===== config.mk =====
export PLATFORM = sky130hd
export DESIGN_NAME = phoneme_synth_control_sequencer_core_flat
export DESIGN_NICKNAME = d
export VERILOG_FILES = /design/src/rtl/psc_pkg.sv /design/src/rtl/psc_if.sv /design/src/rtl/psc_update.sv /design/src/rtl/phoneme_synth_control_sequencer_core.sv /design/src/flat_wrapper.sv
export SDC_FILE = /design/constraint.sdc
export NUM_CORES = 1
export LEC_CHECK = 0
export ABC_CLOCK_PERIOD_IN_PS = 8900
export BUFFER_PORTS_ARGS = -buffer_cell sky130_fd_sc_hd__buf_2
export CAP_MARGIN = 20
export CORE_MARGIN = 10
export CORE_UTILIZATION = 30
export CTS_BUF_LIST = sky130_fd_sc_hd__clkbuf_4
export DETAILED_ROUTE_END_ITERATION = 10
export MAX_ROUTING_LAYER = met4
export PLACE_DENSITY = 0.46
export SYNTH_ARGS = -nofsm -noshare
export SYNTH_HDL_FRONTEND = slang
export SYNTH_HIERARCHICAL = 1
export SYNTH_SLANG_ARGS = --single-unit
export TNS_END_PERCENT = 5

===== constraint.sdc =====
create_clock -name clk_i -period 8.9 [get_ports clk_i]
set_input_delay 1.335 -clock clk_i [delete_from_list [all_inputs] [get_ports clk_i]]
set_output_delay 1.335 -clock clk_i [all_outputs]
set_load 0.05 [all_outputs]

===== src/rtl/psc_pkg.sv =====
// ----------------------------------------------------------------------------
// psc_pkg
// Types, constants and helper functions shared by the phoneme synthesizer
// control sequencer.
// ----------------------------------------------------------------------------
package psc_pkg;

  typedef enum logic {
    CMD_TICK   = 1'b0,
    CMD_COMMIT = 1'b1
  } cmd_e;

  localparam int NumRegs = 7;
  localparam int IX_FA   = 0;
  localparam int IX_FC   = 1;
  localparam int IX_VA   = 2;
  localparam int IX_F1   = 3;
  localparam int IX_F2   = 4;
  localparam int IX_F2Q  = 5;
  localparam int IX_F3   = 6;

  localparam logic [5:0]  DIV_LAST     = 6'd47;
  localparam logic [5:0]  DIV_TICK48   = 6'h28;
  localparam logic [4:0]  TICKS_DONE   = 5'h10;
  localparam logic [4:0]  RAMP_MAX     = 5'(7 << 2);
  localparam logic [7:0]  PITCH_BASE   = 8'hE0;
  localparam logic [7:0]  COMMIT_MASK  = 8'hF9;
  localparam logic [7:0]  COMMIT_MATCH = 8'h08;
  localparam logic [14:0] NOISE_FULL   = 15'h7FFF;

  typedef struct packed {
    logic [1:0]                 inflection;
    logic [6:0]                 duration;
    logic [3:0]                 cld;
    logic [3:0]                 vd;
    logic                       closure;
    logic                       pause;
    logic [NumRegs-1:0][4:0]    tgt;
  } params_t;

  typedef struct packed {
    logic [8:0]                 subtick;
    logic [4:0]                 ticks;
    logic [5:0]                 divider;
    logic [NumRegs-1:0][7:0]    interp;
    logic [NumRegs-1:0][4:0]    latched;
    logic [4:0]                 ramp;
    logic                       closure_active;
    logic [7:0]                 pitch;
    logic [14:0]                noise_shift;
    logic                       noise_out;
  } state_t;

  // The stop phoneme after reset: closure and pause set, everything else clear.
  localparam state_t  StateReset  = '{closure_active: 1'b1, default: '0};
  localparam params_t ParamsReset = '{closure: 1'b1, pause: 1'b1, default: '0};

  // One step of the interpolator: the register loses an eighth of itself and
  // gains twice the target.
  function automatic logic [7:0] decay_step(logic [7:0] r, logic [4:0] tgt);
    return r - {3'b000, r[7:3]} + {2'b00, tgt, 1'b0};
  endfunction

endpackage


===== src/rtl/psc_if.sv =====
// ----------------------------------------------------------------------------
// psc_if
// Valid/ready channels of the control sequencer: the request channel that
// carries commit and sample tick transactions, and the result channel.
// ----------------------------------------------------------------------------
interface psc_req_if;
  logic        valid;
  logic        ready;
  logic        command;
  logic [1:0]  inflection_level;
  logic [6:0]  duration_code;
  logic [3:0]  closure_delay;
  logic [3:0]  voice_delay;
  logic        closure_flag;
  logic        pause_flag;
  logic [16:0] formant_targets;
  logic [11:0] amplitude_targets;

  modport source (
    output valid, command, inflection_level, duration_code, closure_delay,
           voice_delay, closure_flag, pause_flag, formant_targets,
           amplitude_targets,
    input  ready
  );
  modport sink (
    input  valid, command, inflection_level, duration_code, closure_delay,
           voice_delay, closure_flag, pause_flag, formant_targets,
           amplitude_targets,
    output ready
  );
endinterface

interface psc_rsp_if;
  logic       valid;
  logic       ready;
  logic       phone_done;
  logic [7:0] pitch_phase;
  logic [4:0] closure_level;
  logic       noise_bit;
  logic [3:0] f1_code;
  logic [4:0] f2_code;
  logic [3:0] f2q_code;
  logic [3:0] f3_code;
  logic [3:0] noise_amp_code;
  logic [3:0] noise_mix_code;
  logic [3:0] voice_amp_code;
  logic       filters_committed;

  modport source (
    output valid, phone_done, pitch_phase, closure_level, noise_bit, f1_code,
           f2_code, f2q_code, f3_code, noise_amp_code, noise_mix_code,
           voice_amp_code, filters_committed,
    input  ready
  );
  modport sink (
    input  valid, phone_done, pitch_phase, closure_level, noise_bit, f1_code,
           f2_code, f2q_code, f3_code, noise_amp_code, noise_mix_code,
           voice_amp_code, filters_committed,
    output ready
  );
endinterface


===== src/rtl/psc_update.sv =====
// ----------------------------------------------------------------------------
// psc_update
// Next-state logic of one synthesizer update: duration and divider counters,
// interpolators, closure ramp, pitch counter with filter commit, noise LFSR.
// ----------------------------------------------------------------------------
module psc_update
  import psc_pkg::*;
(
  input  state_t  state_i,
  input  params_t params_i,
  output state_t  state_o,
  output logic    committed_o
);

  logic [8:0] sub_inc;
  logic [4:0] ticks_inc;
  logic [7:0] pitch_inc;
  logic [8:0] period_end;
  logic       amp_on;
  logic       tick16;
  logic       tick48;
  logic       feed;

  assign sub_inc   = state_i.subtick + 9'd1;
  assign ticks_inc = state_i.ticks + 5'd1;
  assign pitch_inc = state_i.pitch + 8'd1;
  assign amp_on    = (state_i.latched[IX_FA] != 5'd0) || (state_i.latched[IX_VA] != 5'd0);
  assign period_end = {1'b0, PITCH_BASE ^ {1'b0, params_i.inflection, 5'b00000}
                       ^ {3'b000, state_i.latched[IX_F1][3:0], 1'b0}} + 9'd2;
  assign feed = state_i.noise_out && (state_i.noise_shift != NOISE_FULL);

  always_comb begin
    state_o     = state_i;
    committed_o = 1'b0;

    if (state_i.ticks != TICKS_DONE) begin
      if (sub_inc == {params_i.duration, 2'b01}) begin
        state_o.subtick = 9'd0;
        state_o.ticks   = ticks_inc;
        if (ticks_inc == {1'b0, params_i.cld}) begin
          state_o.closure_active = params_i.closure;
        end
      end else begin
        state_o.subtick = sub_inc;
      end
    end

    state_o.divider = (state_i.divider == DIV_LAST) ? 6'd0 : state_i.divider + 6'd1;
    tick16 = (state_o.divider[3:0] == 4'd0);
    tick48 = (state_o.divider == DIV_TICK48);

    if (tick48 && (!params_i.pause || !amp_on)) begin
      state_o.interp[IX_FC]  = decay_step(state_i.interp[IX_FC], params_i.tgt[IX_FC]);
      state_o.interp[IX_F1]  = decay_step(state_i.interp[IX_F1], params_i.tgt[IX_F1]);
      state_o.interp[IX_F2]  = decay_step(state_i.interp[IX_F2], params_i.tgt[IX_F2]);
      state_o.interp[IX_F2Q] = decay_step(state_i.interp[IX_F2Q], params_i.tgt[IX_F2Q]);
      state_o.interp[IX_F3]  = decay_step(state_i.interp[IX_F3], params_i.tgt[IX_F3]);
    end

    if (tick16) begin
      if (state_o.ticks >= {1'b0, params_i.vd}) begin
        state_o.interp[IX_FA] = decay_step(state_i.interp[IX_FA], params_i.tgt[IX_FA]);
      end
      if (state_o.ticks >= {1'b0, params_i.cld}) begin
        state_o.interp[IX_VA] = decay_step(state_i.interp[IX_VA], params_i.tgt[IX_VA]);
      end
    end

    if (!state_o.closure_active && amp_on) begin
      state_o.ramp = 5'd0;
    end else if (state_i.ramp != RAMP_MAX) begin
      state_o.ramp = state_i.ramp + 5'd1;
    end

    state_o.pitch = ({1'b0, pitch_inc} == period_end) ? 8'd0 : pitch_inc;

    if ((state_o.pitch & COMMIT_MASK) == COMMIT_MATCH) begin
      for (int i = 0; i < NumRegs; i++) begin
        if (i == IX_F2) begin
          state_o.latched[i] = state_o.interp[i][7:3];
        end else begin
          state_o.latched[i] = {1'b0, state_o.interp[i][7:4]};
        end
      end
      committed_o = 1'b1;
    end

    state_o.noise_shift = {state_i.noise_shift[13:0], feed};
    state_o.noise_out   = ~(state_o.noise_shift[14] ^ state_o.noise_shift[13]);
  end

endmodule


===== src/rtl/phoneme_synth_control_sequencer_core.sv =====
// ----------------------------------------------------------------------------
// phoneme_synth_control_sequencer_core
// Control sequencer of a phoneme speech synthesizer.
// ----------------------------------------------------------------------------
// Every request transaction, either a phoneme commit or a sample tick, yields
// exactly one result transaction, which appears in the cycle after the
// request is accepted. A new request is accepted in every cycle in which
// the result register is empty or its result is being taken, so the
// sustained rate is one transaction per cycle; it is set by the single
// combinational update path between the sequencer state registers, which
// also serve as the result register. Odd sample ticks leave the state
// unchanged and report it with the filter commit flag clear.
// ----------------------------------------------------------------------------
module phoneme_synth_control_sequencer_core
  import psc_pkg::*;
(
  input  logic  clk_i,
  input  logic  rst_ni,
  psc_req_if.sink   req,
  psc_rsp_if.source rsp
);

  state_t  state_q, state_d, state_upd, state_commit;
  params_t params_q, params_d, params_new;
  logic    phase_q, phase_d;
  logic    rsp_valid_q, rsp_valid_d;
  logic    committed_q, committed_d;
  logic    upd_committed;
  logic    accept;

  assign req.ready = !rsp_valid_q || rsp.ready;
  assign accept    = req.valid && req.ready;

  psc_update u_update (
    .state_i     (state_q),
    .params_i    (params_q),
    .state_o     (state_upd),
    .committed_o (upd_committed)
  );

  always_comb begin
    params_new.inflection = req.inflection_level;
    params_new.duration   = req.duration_code;
    params_new.cld        = req.closure_delay;
    params_new.vd         = req.voice_delay;
    params_new.closure    = req.closure_flag;
    params_new.pause      = req.pause_flag;
    params_new.tgt[IX_F1]  = {1'b0, req.formant_targets[3:0]};
    params_new.tgt[IX_F2]  = req.formant_targets[8:4];
    params_new.tgt[IX_F2Q] = {1'b0, req.formant_targets[12:9]};
    params_new.tgt[IX_F3]  = {1'b0, req.formant_targets[16:13]};
    params_new.tgt[IX_FA]  = {1'b0, req.amplitude_targets[3:0]};
    params_new.tgt[IX_FC]  = {1'b0, req.amplitude_targets[7:4]};
    params_new.tgt[IX_VA]  = {1'b0, req.amplitude_targets[11:8]};

    state_commit         = state_q;
    state_commit.subtick = 9'd0;
    state_commit.ticks   = 5'd0;
    if (req.closure_delay == 4'd0) begin
      state_commit.closure_active = req.closure_flag;
    end
  end

  always_comb begin
    state_d     = state_q;
    params_d    = params_q;
    phase_d     = phase_q;
    committed_d = committed_q;
    rsp_valid_d = rsp_valid_q;
    if (rsp.ready) begin
      rsp_valid_d = 1'b0;
    end
    if (accept) begin
      rsp_valid_d = 1'b1;
      committed_d = 1'b0;
      if (req.command == CMD_COMMIT) begin
        params_d = params_new;
        state_d  = state_commit;
      end else begin
        phase_d = ~phase_q;
        if (phase_q) begin
          state_d     = state_upd;
          committed_d = upd_committed;
        end
      end
    end
  end

  always_ff @(posedge clk_i or negedge rst_ni) begin
    if (!rst_ni) begin
      state_q     <= StateReset;
      params_q    <= ParamsReset;
      phase_q     <= 1'b0;
      rsp_valid_q <= 1'b0;
      committed_q <= 1'b0;
    end else begin
      state_q     <= state_d;
      params_q    <= params_d;
      phase_q     <= phase_d;
      rsp_valid_q <= rsp_valid_d;
      committed_q <= committed_d;
    end
  end

  assign rsp.valid             = rsp_valid_q;
  assign rsp.phone_done        = (state_q.ticks >= TICKS_DONE);
  assign rsp.pitch_phase       = state_q.pitch;
  assign rsp.closure_level     = state_q.ramp;
  assign rsp.noise_bit         = state_q.noise_out;
  assign rsp.f1_code           = state_q.latched[IX_F1][3:0];
  assign rsp.f2_code           = state_q.latched[IX_F2];
  assign rsp.f2q_code          = state_q.latched[IX_F2Q][3:0];
  assign rsp.f3_code           = state_q.latched[IX_F3][3:0];
  assign rsp.noise_amp_code    = state_q.latched[IX_FA][3:0];
  assign rsp.noise_mix_code    = state_q.latched[IX_FC][3:0];
  assign rsp.voice_amp_code    = state_q.latched[IX_VA][3:0];
  assign rsp.filters_committed = committed_q;

  // The duration tick count saturates at sixteen.
  assert property (@(posedge clk_i) disable iff (!rst_ni)
    state_q.ticks <= TICKS_DONE)
    else $error("phone tick count exceeded its end value");

  // The update divider cycles through forty-eight steps.
  assert property (@(posedge clk_i) disable iff (!rst_ni)
    state_q.divider <= DIV_LAST)
    else $error("update divider out of range");

  // The closure ramp never runs past its ceiling.
  assert property (@(posedge clk_i) disable iff (!rst_ni)
    state_q.ramp <= RAMP_MAX)
    else $error("closure ramp out of range");

  // A filter commit is only reported at the matching pitch phase.
  assert property (@(posedge clk_i) disable iff (!rst_ni)
    (rsp_valid_q && committed_q) |-> ((state_q.pitch & COMMIT_MASK) == COMMIT_MATCH))
    else $error("filter commit reported at a wrong pitch phase");

  // A sample tick that lands on an odd sample leaves the pitch counter alone.
  assert property (@(posedge clk_i) disable iff (!rst_ni)
    (accept && req.command == CMD_TICK && !phase_q) |=> $stable(state_q.pitch))
    else $error("pitch counter moved on a skipped sample");

endmodule

===== src/flat_wrapper.sv =====
// flat-port wrapper written by rule: the top's interface ports become plain ports
module phoneme_synth_control_sequencer_core_flat import psc_pkg::*;
  (clk_i, rst_ni, req_valid, req_command, req_inflection_level, req_duration_code, req_closure_delay, req_voice_delay, req_closure_flag, req_pause_flag, req_formant_targets, req_amplitude_targets, req_ready, rsp_valid, rsp_phone_done, rsp_pitch_phase, rsp_closure_level, rsp_noise_bit, rsp_f1_code, rsp_f2_code, rsp_f2q_code, rsp_f3_code, rsp_noise_amp_code, rsp_noise_mix_code, rsp_voice_amp_code, rsp_filters_committed, rsp_ready);
  psc_req_if req_i ();
  psc_rsp_if rsp_i ();
  input  logic clk_i;
  input  logic rst_ni;
  input wire logic [$bits(req_i.valid)-1:0] req_valid;
  input wire logic [$bits(req_i.command)-1:0] req_command;
  input wire logic [$bits(req_i.inflection_level)-1:0] req_inflection_level;
  input wire logic [$bits(req_i.duration_code)-1:0] req_duration_code;
  input wire logic [$bits(req_i.closure_delay)-1:0] req_closure_delay;
  input wire logic [$bits(req_i.voice_delay)-1:0] req_voice_delay;
  input wire logic [$bits(req_i.closure_flag)-1:0] req_closure_flag;
  input wire logic [$bits(req_i.pause_flag)-1:0] req_pause_flag;
  input wire logic [$bits(req_i.formant_targets)-1:0] req_formant_targets;
  input wire logic [$bits(req_i.amplitude_targets)-1:0] req_amplitude_targets;
  output wire logic [$bits(req_i.ready)-1:0] req_ready;
  output wire logic [$bits(rsp_i.valid)-1:0] rsp_valid;
  output wire logic [$bits(rsp_i.phone_done)-1:0] rsp_phone_done;
  output wire logic [$bits(rsp_i.pitch_phase)-1:0] rsp_pitch_phase;
  output wire logic [$bits(rsp_i.closure_level)-1:0] rsp_closure_level;
  output wire logic [$bits(rsp_i.noise_bit)-1:0] rsp_noise_bit;
  output wire logic [$bits(rsp_i.f1_code)-1:0] rsp_f1_code;
  output wire logic [$bits(rsp_i.f2_code)-1:0] rsp_f2_code;
  output wire logic [$bits(rsp_i.f2q_code)-1:0] rsp_f2q_code;
  output wire logic [$bits(rsp_i.f3_code)-1:0] rsp_f3_code;
  output wire logic [$bits(rsp_i.noise_amp_code)-1:0] rsp_noise_amp_code;
  output wire logic [$bits(rsp_i.noise_mix_code)-1:0] rsp_noise_mix_code;
  output wire logic [$bits(rsp_i.voice_amp_code)-1:0] rsp_voice_amp_code;
  output wire logic [$bits(rsp_i.filters_committed)-1:0] rsp_filters_committed;
  input wire logic [$bits(rsp_i.ready)-1:0] rsp_ready;
  assign req_i.valid = req_valid;
  assign req_i.command = req_command;
  assign req_i.inflection_level = req_inflection_level;
  assign req_i.duration_code = req_duration_code;
  assign req_i.closure_delay = req_closure_delay;
  assign req_i.voice_delay = req_voice_delay;
  assign req_i.closure_flag = req_closure_flag;
  assign req_i.pause_flag = req_pause_flag;
  assign req_i.formant_targets = req_formant_targets;
  assign req_i.amplitude_targets = req_amplitude_targets;
  assign req_ready = req_i.ready;
  assign rsp_valid = rsp_i.valid;
  assign rsp_phone_done = rsp_i.phone_done;
  assign rsp_pitch_phase = rsp_i.pitch_phase;
  assign rsp_closure_level = rsp_i.closure_level;
  assign rsp_noise_bit = rsp_i.noise_bit;
  assign rsp_f1_code = rsp_i.f1_code;
  assign rsp_f2_code = rsp_i.f2_code;
  assign rsp_f2q_code = rsp_i.f2q_code;
  assign rsp_f3_code = rsp_i.f3_code;
  assign rsp_noise_amp_code = rsp_i.noise_amp_code;
  assign rsp_noise_mix_code = rsp_i.noise_mix_code;
  assign rsp_voice_amp_code = rsp_i.voice_amp_code;
  assign rsp_filters_committed = rsp_i.filters_committed;
  assign rsp_i.ready = rsp_ready;
  phoneme_synth_control_sequencer_core u_core (.clk_i(clk_i), .rst_ni(rst_ni), .req(req_i), .rsp(rsp_i));
endmodule

==> impl_summary.log, run 1 <==
[metrics] worst skew pair latency: 0.72 ns
[metrics] detailed-route wire length per cell: 15.0 µm
[metrics] met2 wirelength from detailed routing: 13.1 mm
[metrics] count of non-filler cells in the finished layout: 1903
[metrics] CP Max Fanout: 13
[metrics] kind of launch point of the worst setup path: register
[metrics] Final Hold Vio Count: 0
[metrics] clock tree from TritonCTS: built
[metrics] worst reg2reg path depth: 15
[metrics] sink of the worst hold path: u_core/phase_q$_DFFE_PN0P_
[metrics] Die Width: 231 µm
[metrics] via count: 8634
[metrics] count of port buffers added during placement: 99
[metrics] post-route DRC violation count: 0
[metrics] area of the mapped netlist: 0.0133 mm²
[metrics] worst-margin pin slew: 1.02 ns
[metrics] leakage power figure: 6.91 nW
[metrics] Longest Clk Path Bufs: 2
[metrics] Crit Reg-Reg Endpoint: u_core/rsp.noise_amp_code[0]$_DFFE_PN0P_
[metrics] clock root buffer: sky130_fd_sc_hd__clkbuf_4
[metrics] fraction of final layout cells with drive strength greater than 1: 28.8%
[metrics] clock tree skew after final layout: 0.0307 ns
[metrics] last weighted congestion value of the routability-driven placer: 0.795
[metrics] Max Used Layer: met4
[metrics] remaining global-route overflow: 0
[metrics] startpoint of the worst register-to-register path: u_core/state_q[132]$_DFFE_PN0P_
[metrics] wire length of the first global-routing pass: 47.8 mm
[metrics] post-layout net count: 1459
[metrics] clk slew on worst S/H paths: 0.17 ns
[metrics] quantity of gates resized following cts: 0
[metrics] hold buffer count at cts: 0
[metrics] CP max stage delay: 0.79 ns
[metrics] max-capacitance violation count: 0
[metrics] DRT Pass-1 Iters: 4
[metrics] unrepaired setup endpoints after global routing: false
[metrics] highest-count cells in the layout ignoring fill and taps: 201 x sky130_fd_sc_hd__inv_1, 185 x sky130_fd_sc_hd__dfrtp_1, 145 x sky130_fd_sc_hd__mux2_2, 98 x sky130_fd_sc_hd__buf_2
[metrics] Sink Count: 188
[metrics] setup slack on the worst flop-to-flop path: 4.01 ns
[metrics] overall power: 2.57 mW
[metrics] count of pins on the block boundary: 100
[metrics] series of cell instances along the critical path: ha_1, nand3_1, or3b_1, o31ai_1, o2111ai_2, nor2_1, a31oi_1, ha_1, o21ai_0, a21oi_1, a211o_1, o211ai_2, mux2_2, mux2_2, mux2_4
[metrics] DR iter-0 viols: 450
[metrics] startpoint of the lowest-slack hold path: u_core/phase_q$_DFFE_PN0P_
[metrics] row count: 77
[metrics] Synth Warn #: 6
[metrics] cell count after synthesis: 1268
[metrics] most frequent standard cell in the layout excluding fill and tap cells: sky130_fd_sc_hd__inv_1
[metrics] maximum ir drop on the vdd rail: 0.0901 mV
[metrics] Relative slew margins: 31.4%
[metrics] starting utilization of the core area: 30.3%
[metrics] final worst path period share: 55.0%
[metrics] summed negative setup slack over all endpoints: 0 ns
[metrics] cell count after placement: 1868
[metrics] FILL cells: 4536
[metrics] count of buffers added by post-CTS timing repair for setup: 0
[metrics] instance area after placement: 0.0139 mm²
[metrics] CP Class: register to register
[metrics] slowest cell on the critical path: sky130_fd_sc_hd__nor2_1
[metrics] Final ANT Viol Nets: 0
[metrics] total area of sequential cells: 0.00471 mm²
[metrics] Fmax achieved: 204 MHz
[metrics] signed area change from the synthesized netlist to the final layout: 7.01%
[metrics] vias per std cell: 4.54
[metrics] Cells on Worst Hold Path: 1
[metrics] number of global-route vias before repair: 8962
[metrics] area of the die: 0.0533 mm²
[metrics] Core ar.: 0.0440 mm²
[metrics] average cell area after synthesis: 10.5 µm²
[metrics] overall global routing resource usage: 11.6%
[metrics] total met3 wirelength after detailed routing: 974 µm
[metrics] total routed wirelength: 28.6 mm
[metrics] Worst setup EP type: register
[metrics] TritonCTS Buffers: 17
[metrics] Worst Hold Class: register to register
[metrics] total routed wire length on the met1 layer: 14.2 mm
[metrics] worst path arrival time: 5.52 ns
[metrics] pin count of the biggest net entering global routing: 71
[metrics] number of endpoints failing setup at the final stage: 0
[metrics] H-tree Lvls: 4
[metrics] Max Slew Vio Count: 0
[metrics] total non-filler cell area in the finished layout: 0.0143 mm²
[metrics] initial antenna violation count: 2
[metrics] multi-input gate area in the final layout: 0.00715 mm²
[metrics] data required time at the worst endpoint: 9.53 ns
[metrics] final critical-path required period: 4.89 ns
[metrics] HPWL after detailed placement: 19.9 mm
[metrics] height of the die: 231 µm
[metrics] outcome: complete, no violations
[metrics] total power density per cell area: 180 mW/mm²
-- final cells by class --
class / count / share of cell area (%)
Tap cell: 592 / 5.19
Clock buffer: 18 / 0.947
Clock inverter: 14 / 1.18
Timing Repair Buffer: 109 / 4.20
Inverter: 201 / 5.29
Multi-Input combinational cell: 779 / 50.1
Antenna cell: 2 / 0.0351
Sequential cell: 188 / 33.0
-- worst max-delay path by stage --
stage / end / from / cells after the start / slack, ns
after floorplan: u_core/rsp.noise_amp_code[0]$_DFFE_PN0P_ / u_core/state_q[132]$_DFFE_PN0P_ / 17 / 4.99
after global placement: u_core/rsp.noise_amp_code[1]$_DFFE_PN0P_ / u_core/state_q[132]$_DFFE_PN0P_ / 14 / 4.20
after detailed placement: u_core/rsp.noise_amp_code[0]$_DFFE_PN0P_ / u_core/state_q[132]$_DFFE_PN0P_ / 14 / 4.08
after CTS: u_core/rsp.noise_amp_code[0]$_DFFE_PN0P_ / u_core/state_q[132]$_DFFE_PN0P_ / 14 / 4.04
after global routing: u_core/rsp.noise_amp_code[0]$_DFFE_PN0P_ / u_core/state_q[132]$_DFFE_PN0P_ / 14 / 3.62
final: u_core/rsp.noise_amp_code[0]$_DFFE_PN0P_ / u_core/state_q[132]$_DFFE_PN0P_ / 15 / 4.01
-- per-stage QoR --
stage	util (%)	hold WS, ns	worst slack [ns]
2_1_floorplan	-	0.453	4.99
6_report	32.4	0.508	4.01
4_1_cts	32.3	0.508	4.04
5_1_grt	32.4	0.533	3.62
3_5_place_dp	31.6	0.484	4.08
3_3_place_gp	31.6	0.481	4.20
-- per-layer routing --
| layer | GRT usage [%] | vias up |
|---|---|---|
| met2 | 17.8 | 107 |
| met4 | 3.66 | 0 |
| met5 | - | - |
| met3 | 2.80 | 21 |
| li1 | - | 4254 |
| met1 | 14.8 | 4252 |
-- worst max-delay path: cells and delay by family, from the launching register on --
family	cells	cell delay, ns
compound gates	7	1.35
simple gates	3	1.30
mux	3	0.92
fa+ha+maj	2	0.67
flops	1	0.55
-- report_power, final --
| group | internal [mW] | switching, mW | total [mW] |
|---|---|---|---|
| clock network | 0.198 | 0.334 | 0.532 |
| logic | 0.430 | 0.536 | 0.966 |
| registers | 0.956 | 0.119 | 1.07 |
-- registers in the layout, indices dropped and copies added (netlist names), 5 cells and up --
register and cells:
u_core/params_q 48, u_core/rsp.closure_level 5, u_core/rsp.f2_code 5, u_core/rsp.pitch_phase 8, u_core/state_commit 79, u_core/state_q 15
(Power assumes the default switching activity.)
==> inputs of run 2 (changes only) <==
- ABC_CLOCK_PERIOD_IN_PS: 8900 -> 3950
- PLACE_DENSITY: 0.46 -> 0.47
- clock period: 8.9 -> 3.95 ns (I/O delays scaled with it)
==> run 2 against run 1 <==
Against the previous run: die area unchanged; utilization up 2.1 points; sequential power up 130%; sequential cell count unchanged; clock skew about the same; critical endpoint is now u_core/rsp.voice_amp_code[1]$_DFFE_PN0P_; highest routed layer unchanged.
==> impl_summary.log, run 2 (synthesized netlist as in run 1, its figures left out) <==
[metrics] detailed-route wire length per cell: 15.0 µm (about the same)
[metrics] Longest Clk Path Bufs: 2 (unchanged)
[metrics] last weighted congestion value of the routability-driven placer: 0.814 (was 0.795)
[metrics] vias per std cell: 4.48 (was 4.54)
[metrics] starting utilization of the core area: 30.3% (unchanged)
[metrics] clock tree skew after final layout: 0.0311 ns (was 0.0307 ns)
[metrics] DRT Pass-1 Iters: 4 (unchanged)
[metrics] Fmax achieved: 260 MHz (was 204 MHz)
[metrics] Die Width: 231 µm (unchanged)
[metrics] CP Class: register to register (unchanged)
[metrics] initial antenna violation count: 1 (was 2)
[metrics] worst path arrival time: 4.50 ns (was 5.52 ns)
[metrics] total routed wirelength: 29.7 mm (was 28.6 mm)
[metrics] number of global-route vias before repair: 9162 (was 8962)
[metrics] CP Max Fanout: 6 (was 13)
[metrics] post-layout net count: 1541 (was 1459)
[metrics] fraction of final layout cells with drive strength greater than 1: 31.1% (was 28.8%)
[metrics] sink of the worst hold path: u_core/params_q[16]$_DFFE_PN0P_ (was u_core/phase_q$_DFFE_PN0P_)
[metrics] worst-margin pin slew: 0.935 ns (was 1.02 ns)
[metrics] signed area change from the synthesized netlist to the final layout: 14.0% (was 7.01%)
[metrics] cell count after placement: 1896 (was 1868)
[metrics] final critical-path required period: 3.85 ns (was 4.89 ns)
[metrics] area of the die: 0.0533 mm² (unchanged)
[metrics] final worst path period share: 97.5% (was 55.0%)
[metrics] Sink Count: 188 (unchanged)
[metrics] via count: 8880 (was 8634)
[metrics] Final ANT Viol Nets: 0 (unchanged)
[metrics] height of the die: 231 µm (unchanged)
[metrics] Max Slew Vio Count: 0 (unchanged)
[metrics] outcome: complete, no violations (unchanged)
[metrics] worst reg2reg path depth: 18 (was 15)
[metrics] Worst setup EP type: register (unchanged)
[metrics] wire length of the first global-routing pass: 49.3 mm (was 47.8 mm)
[metrics] remaining global-route overflow: 0 (unchanged)
[metrics] instance area after placement: 0.0142 mm² (was 0.0139 mm²)
[metrics] post-route DRC violation count: 0 (unchanged)
[metrics] Relative slew margins: 37.7% (was 31.4%)
[metrics] clock root buffer: sky130_fd_sc_hd__clkbuf_4 (unchanged)
[metrics] kind of launch point of the worst setup path: register (unchanged)
[metrics] overall global routing resource usage: 11.9% (was 11.6%)
[metrics] TritonCTS Buffers: 17 (unchanged)
[metrics] count of port buffers added during placement: 99 (unchanged)
[metrics] Crit Reg-Reg Endpoint: u_core/rsp.voice_amp_code[1]$_DFFE_PN0P_ (was u_core/rsp.noise_amp_code[0]$_DFFE_PN0P_)
[metrics] DR iter-0 viols: 380 (was 450)
[metrics] H-tree Lvls: 4 (unchanged)
[metrics] Final Util: 34.5% (was 32.4%)
[metrics] Worst Hold Class: primary input to register (was register to register)
[metrics] Cells on Worst Hold Path: 2 (was 1)
[metrics] Core ar.: 0.0440 mm² (unchanged)
[metrics] HPWL after detailed placement: 20.5 mm (was 19.9 mm)
[metrics] startpoint of the worst register-to-register path: u_core/state_q[132]$_DFFE_PN0P_ (unchanged)
[metrics] count of non-filler cells in the finished layout: 1984 (was 1903)
[metrics] clock tree from TritonCTS: built (unchanged)
[metrics] highest-count cells in the layout ignoring fill and taps: 201 x sky130_fd_sc_hd__inv_1, 182 x sky130_fd_sc_hd__dfrtp_1, 139 x sky130_fd_sc_hd__mux2_2, 98 x sky130_fd_sc_hd__buf_2, 81 x sky130_fd_sc_hd__mux2_4 (was 201 x sky130_fd_sc_hd__inv_1, 185 x sky130_fd_sc_hd__dfrtp_1, 145 x sky130_fd_sc_hd__mux2_2, 98 x sky130_fd_sc_hd__buf_2)
[metrics] startpoint of the lowest-slack hold path: req_formant_targets[1] (was u_core/phase_q$_DFFE_PN0P_)
[metrics] total power density per cell area: 388 mW/mm² (was 180 mW/mm²)
[metrics] overall power: 5.89 mW (was 2.57 mW)
[metrics] total non-filler cell area in the finished layout: 0.0152 mm² (was 0.0143 mm²)
[metrics] setup slack on the worst flop-to-flop path: 0.1 ns (was 4.01 ns)
[metrics] pin count of the biggest net entering global routing: 101 (was 71)
[metrics] clk slew on worst S/H paths: 0.19 ns (was 0.17 ns)
[metrics] max-capacitance violation count: 0 (unchanged)
[metrics] unrepaired setup endpoints after global routing: true (was false)
[metrics] Final Hold Vio Count: 0 (unchanged)
[metrics] most frequent standard cell in the layout excluding fill and tap cells: sky130_fd_sc_hd__inv_1 (unchanged)
[metrics] data required time at the worst endpoint: 4.60 ns (was 9.53 ns)
[metrics] number of endpoints failing setup at the final stage: 0 (unchanged)
[metrics] FILL cells: 4470 (was 4536)
[metrics] Largest register FFs: 79 (unchanged)
[metrics] leakage power figure: 7.30 nW (was 6.91 nW)
[metrics] worst skew pair latency: 0.75 ns (was 0.72 ns)
[metrics] maximum ir drop on the vdd rail: 0.192 mV (was 0.0901 mV)
[metrics] count of pins on the block boundary: 100 (unchanged)
[metrics] row count: 77 (unchanged)
==> run 2: changes by cell type in the layout (fill, tap and decap cells not counted), sizes merged <==
cell	delta
bufinv	-2
dlygate4sd3	+49
clkinvlp	-1
clkbuf	-1
inv	+4
diode	-1
buf	+33
==> run 2: what timing repair did <==
| action | 4_1_cts | 5_1_grt |
|---|---|---|
| gates resized for setup | 7 | 34 |
| endpoints found under the hold margin | 141 | 0 |
| endpoints found under the setup margin | 11 | 18 |
| hold buffers | 49 | 0 |
| pin swaps | 3 | 21 |
| buffers inserted | 0 | 6 |
==> run 2: worst max-delay path by stage <==
stage	startpoint	endpoint	slack (ns)	cells past startpoint
floorplan	u_core/state_q[132]$_DFFE_PN0P_	u_core/rsp.noise_amp_code[0]$_DFFE_PN0P_	0.04	17
global placement	u_core/state_q[132]$_DFFE_PN0P_	u_core/rsp.voice_amp_code[0]$_DFFE_PN0P_	-0.09	18
detailed placement	u_core/state_q[132]$_DFFE_PN0P_	u_core/rsp.noise_amp_code[1]$_DFFE_PN0P_	-0.15	18
CTS	u_core/state_q[132]$_DFFE_PN0P_	u_core/rsp.voice_amp_code[1]$_DFFE_PN0P_	-0.03	18
finish	u_core/state_q[132]$_DFFE_PN0P_	u_core/rsp.voice_amp_code[1]$_DFFE_PN0P_	0.1	18
global route	u_core/state_q[132]$_DFFE_PN0P_	u_core/rsp.noise_amp_code[1]$_DFFE_PN0P_	-0.03	18
==> run 2: worst max-delay path, cell delays in order (launching register included) <==
cell and delay (ns):
sky130_fd_sc_hd__dfrtp_1 0.44, sky130_fd_sc_hd__ha_4 0.19, sky130_fd_sc_hd__nand3_2 0.08, sky130_fd_sc_hd__or3b_4 0.40
sky130_fd_sc_hd__o31ai_4 0.07, sky130_fd_sc_hd__o2111ai_2 0.17, sky130_fd_sc_hd__nor3_1 0.20, sky130_fd_sc_hd__buf_4 0.19
sky130_fd_sc_hd__nand2_2 0.07, sky130_fd_sc_hd__o21ai_2 0.08, sky130_fd_sc_hd__ha_1 0.25, sky130_fd_sc_hd__a21boi_2 0.16
sky130_fd_sc_hd__o21ai_2 0.14, sky130_fd_sc_hd__a21oi_2 0.08, sky130_fd_sc_hd__a211o_1 0.26, sky130_fd_sc_hd__o211ai_4 0.13
sky130_fd_sc_hd__mux2_4 0.34, sky130_fd_sc_hd__mux2_4 0.26, sky130_fd_sc_hd__mux2_4 0.25
==> run 2: power by group <==
group          switching (mW)  internal (mW)  leakage (nW)
clock network           0.826          0.334         0.145
logic                    1.26           1.06          4.69
registers               0.256           2.15          2.46
==> run 2: metrics by stage <==
| stage | TNS (ns) | setup slack [ns] | hold slack, ns |
|---|---|---|---|
| finish | 0 | 0.0970 | 0.165 |
| global route | -0.108 | -0.0288 | 0.0793 |
| CTS | -0.121 | -0.0323 | 0.00763 |
| detailed placement | -0.852 | -0.153 | 0.488 |
| global placement | -0.435 | -0.0928 | 0.484 |
| floorplan | 0 | 0.0386 | 0.297 |
==> run 2: final cells by class <==
| cell class | count | area, µm² | share of cell area [%] |
|---|---|---|---|
| antenna | 1 | 2.50 | 0.0165 |
| clock buffer | 17 | 128 | 0.840 |
| clock inverter | 15 | 156 | 1.03 |
| inverter | 201 | 754 | 4.97 |
| multi-input combinational | 779 | 7310 | 48.1 |
| sequential | 188 | 4710 | 31.0 |
| tap | 592 | 741 | 4.88 |
| timing repair buffer | 191 | 1390 | 9.13 |
==> run 2: layer usage <==
metal | global-route usage (%) | up-vias | share of wire (%)
met3 | 3.46 | 30 | 3.5
li1 | - | 4401 | -
met4 | 3.88 | 0 | 2.0
met1 | 14.7 | 4343 | 48
met2 | 18.5 | 106 | 46
met5 | - | - | 0
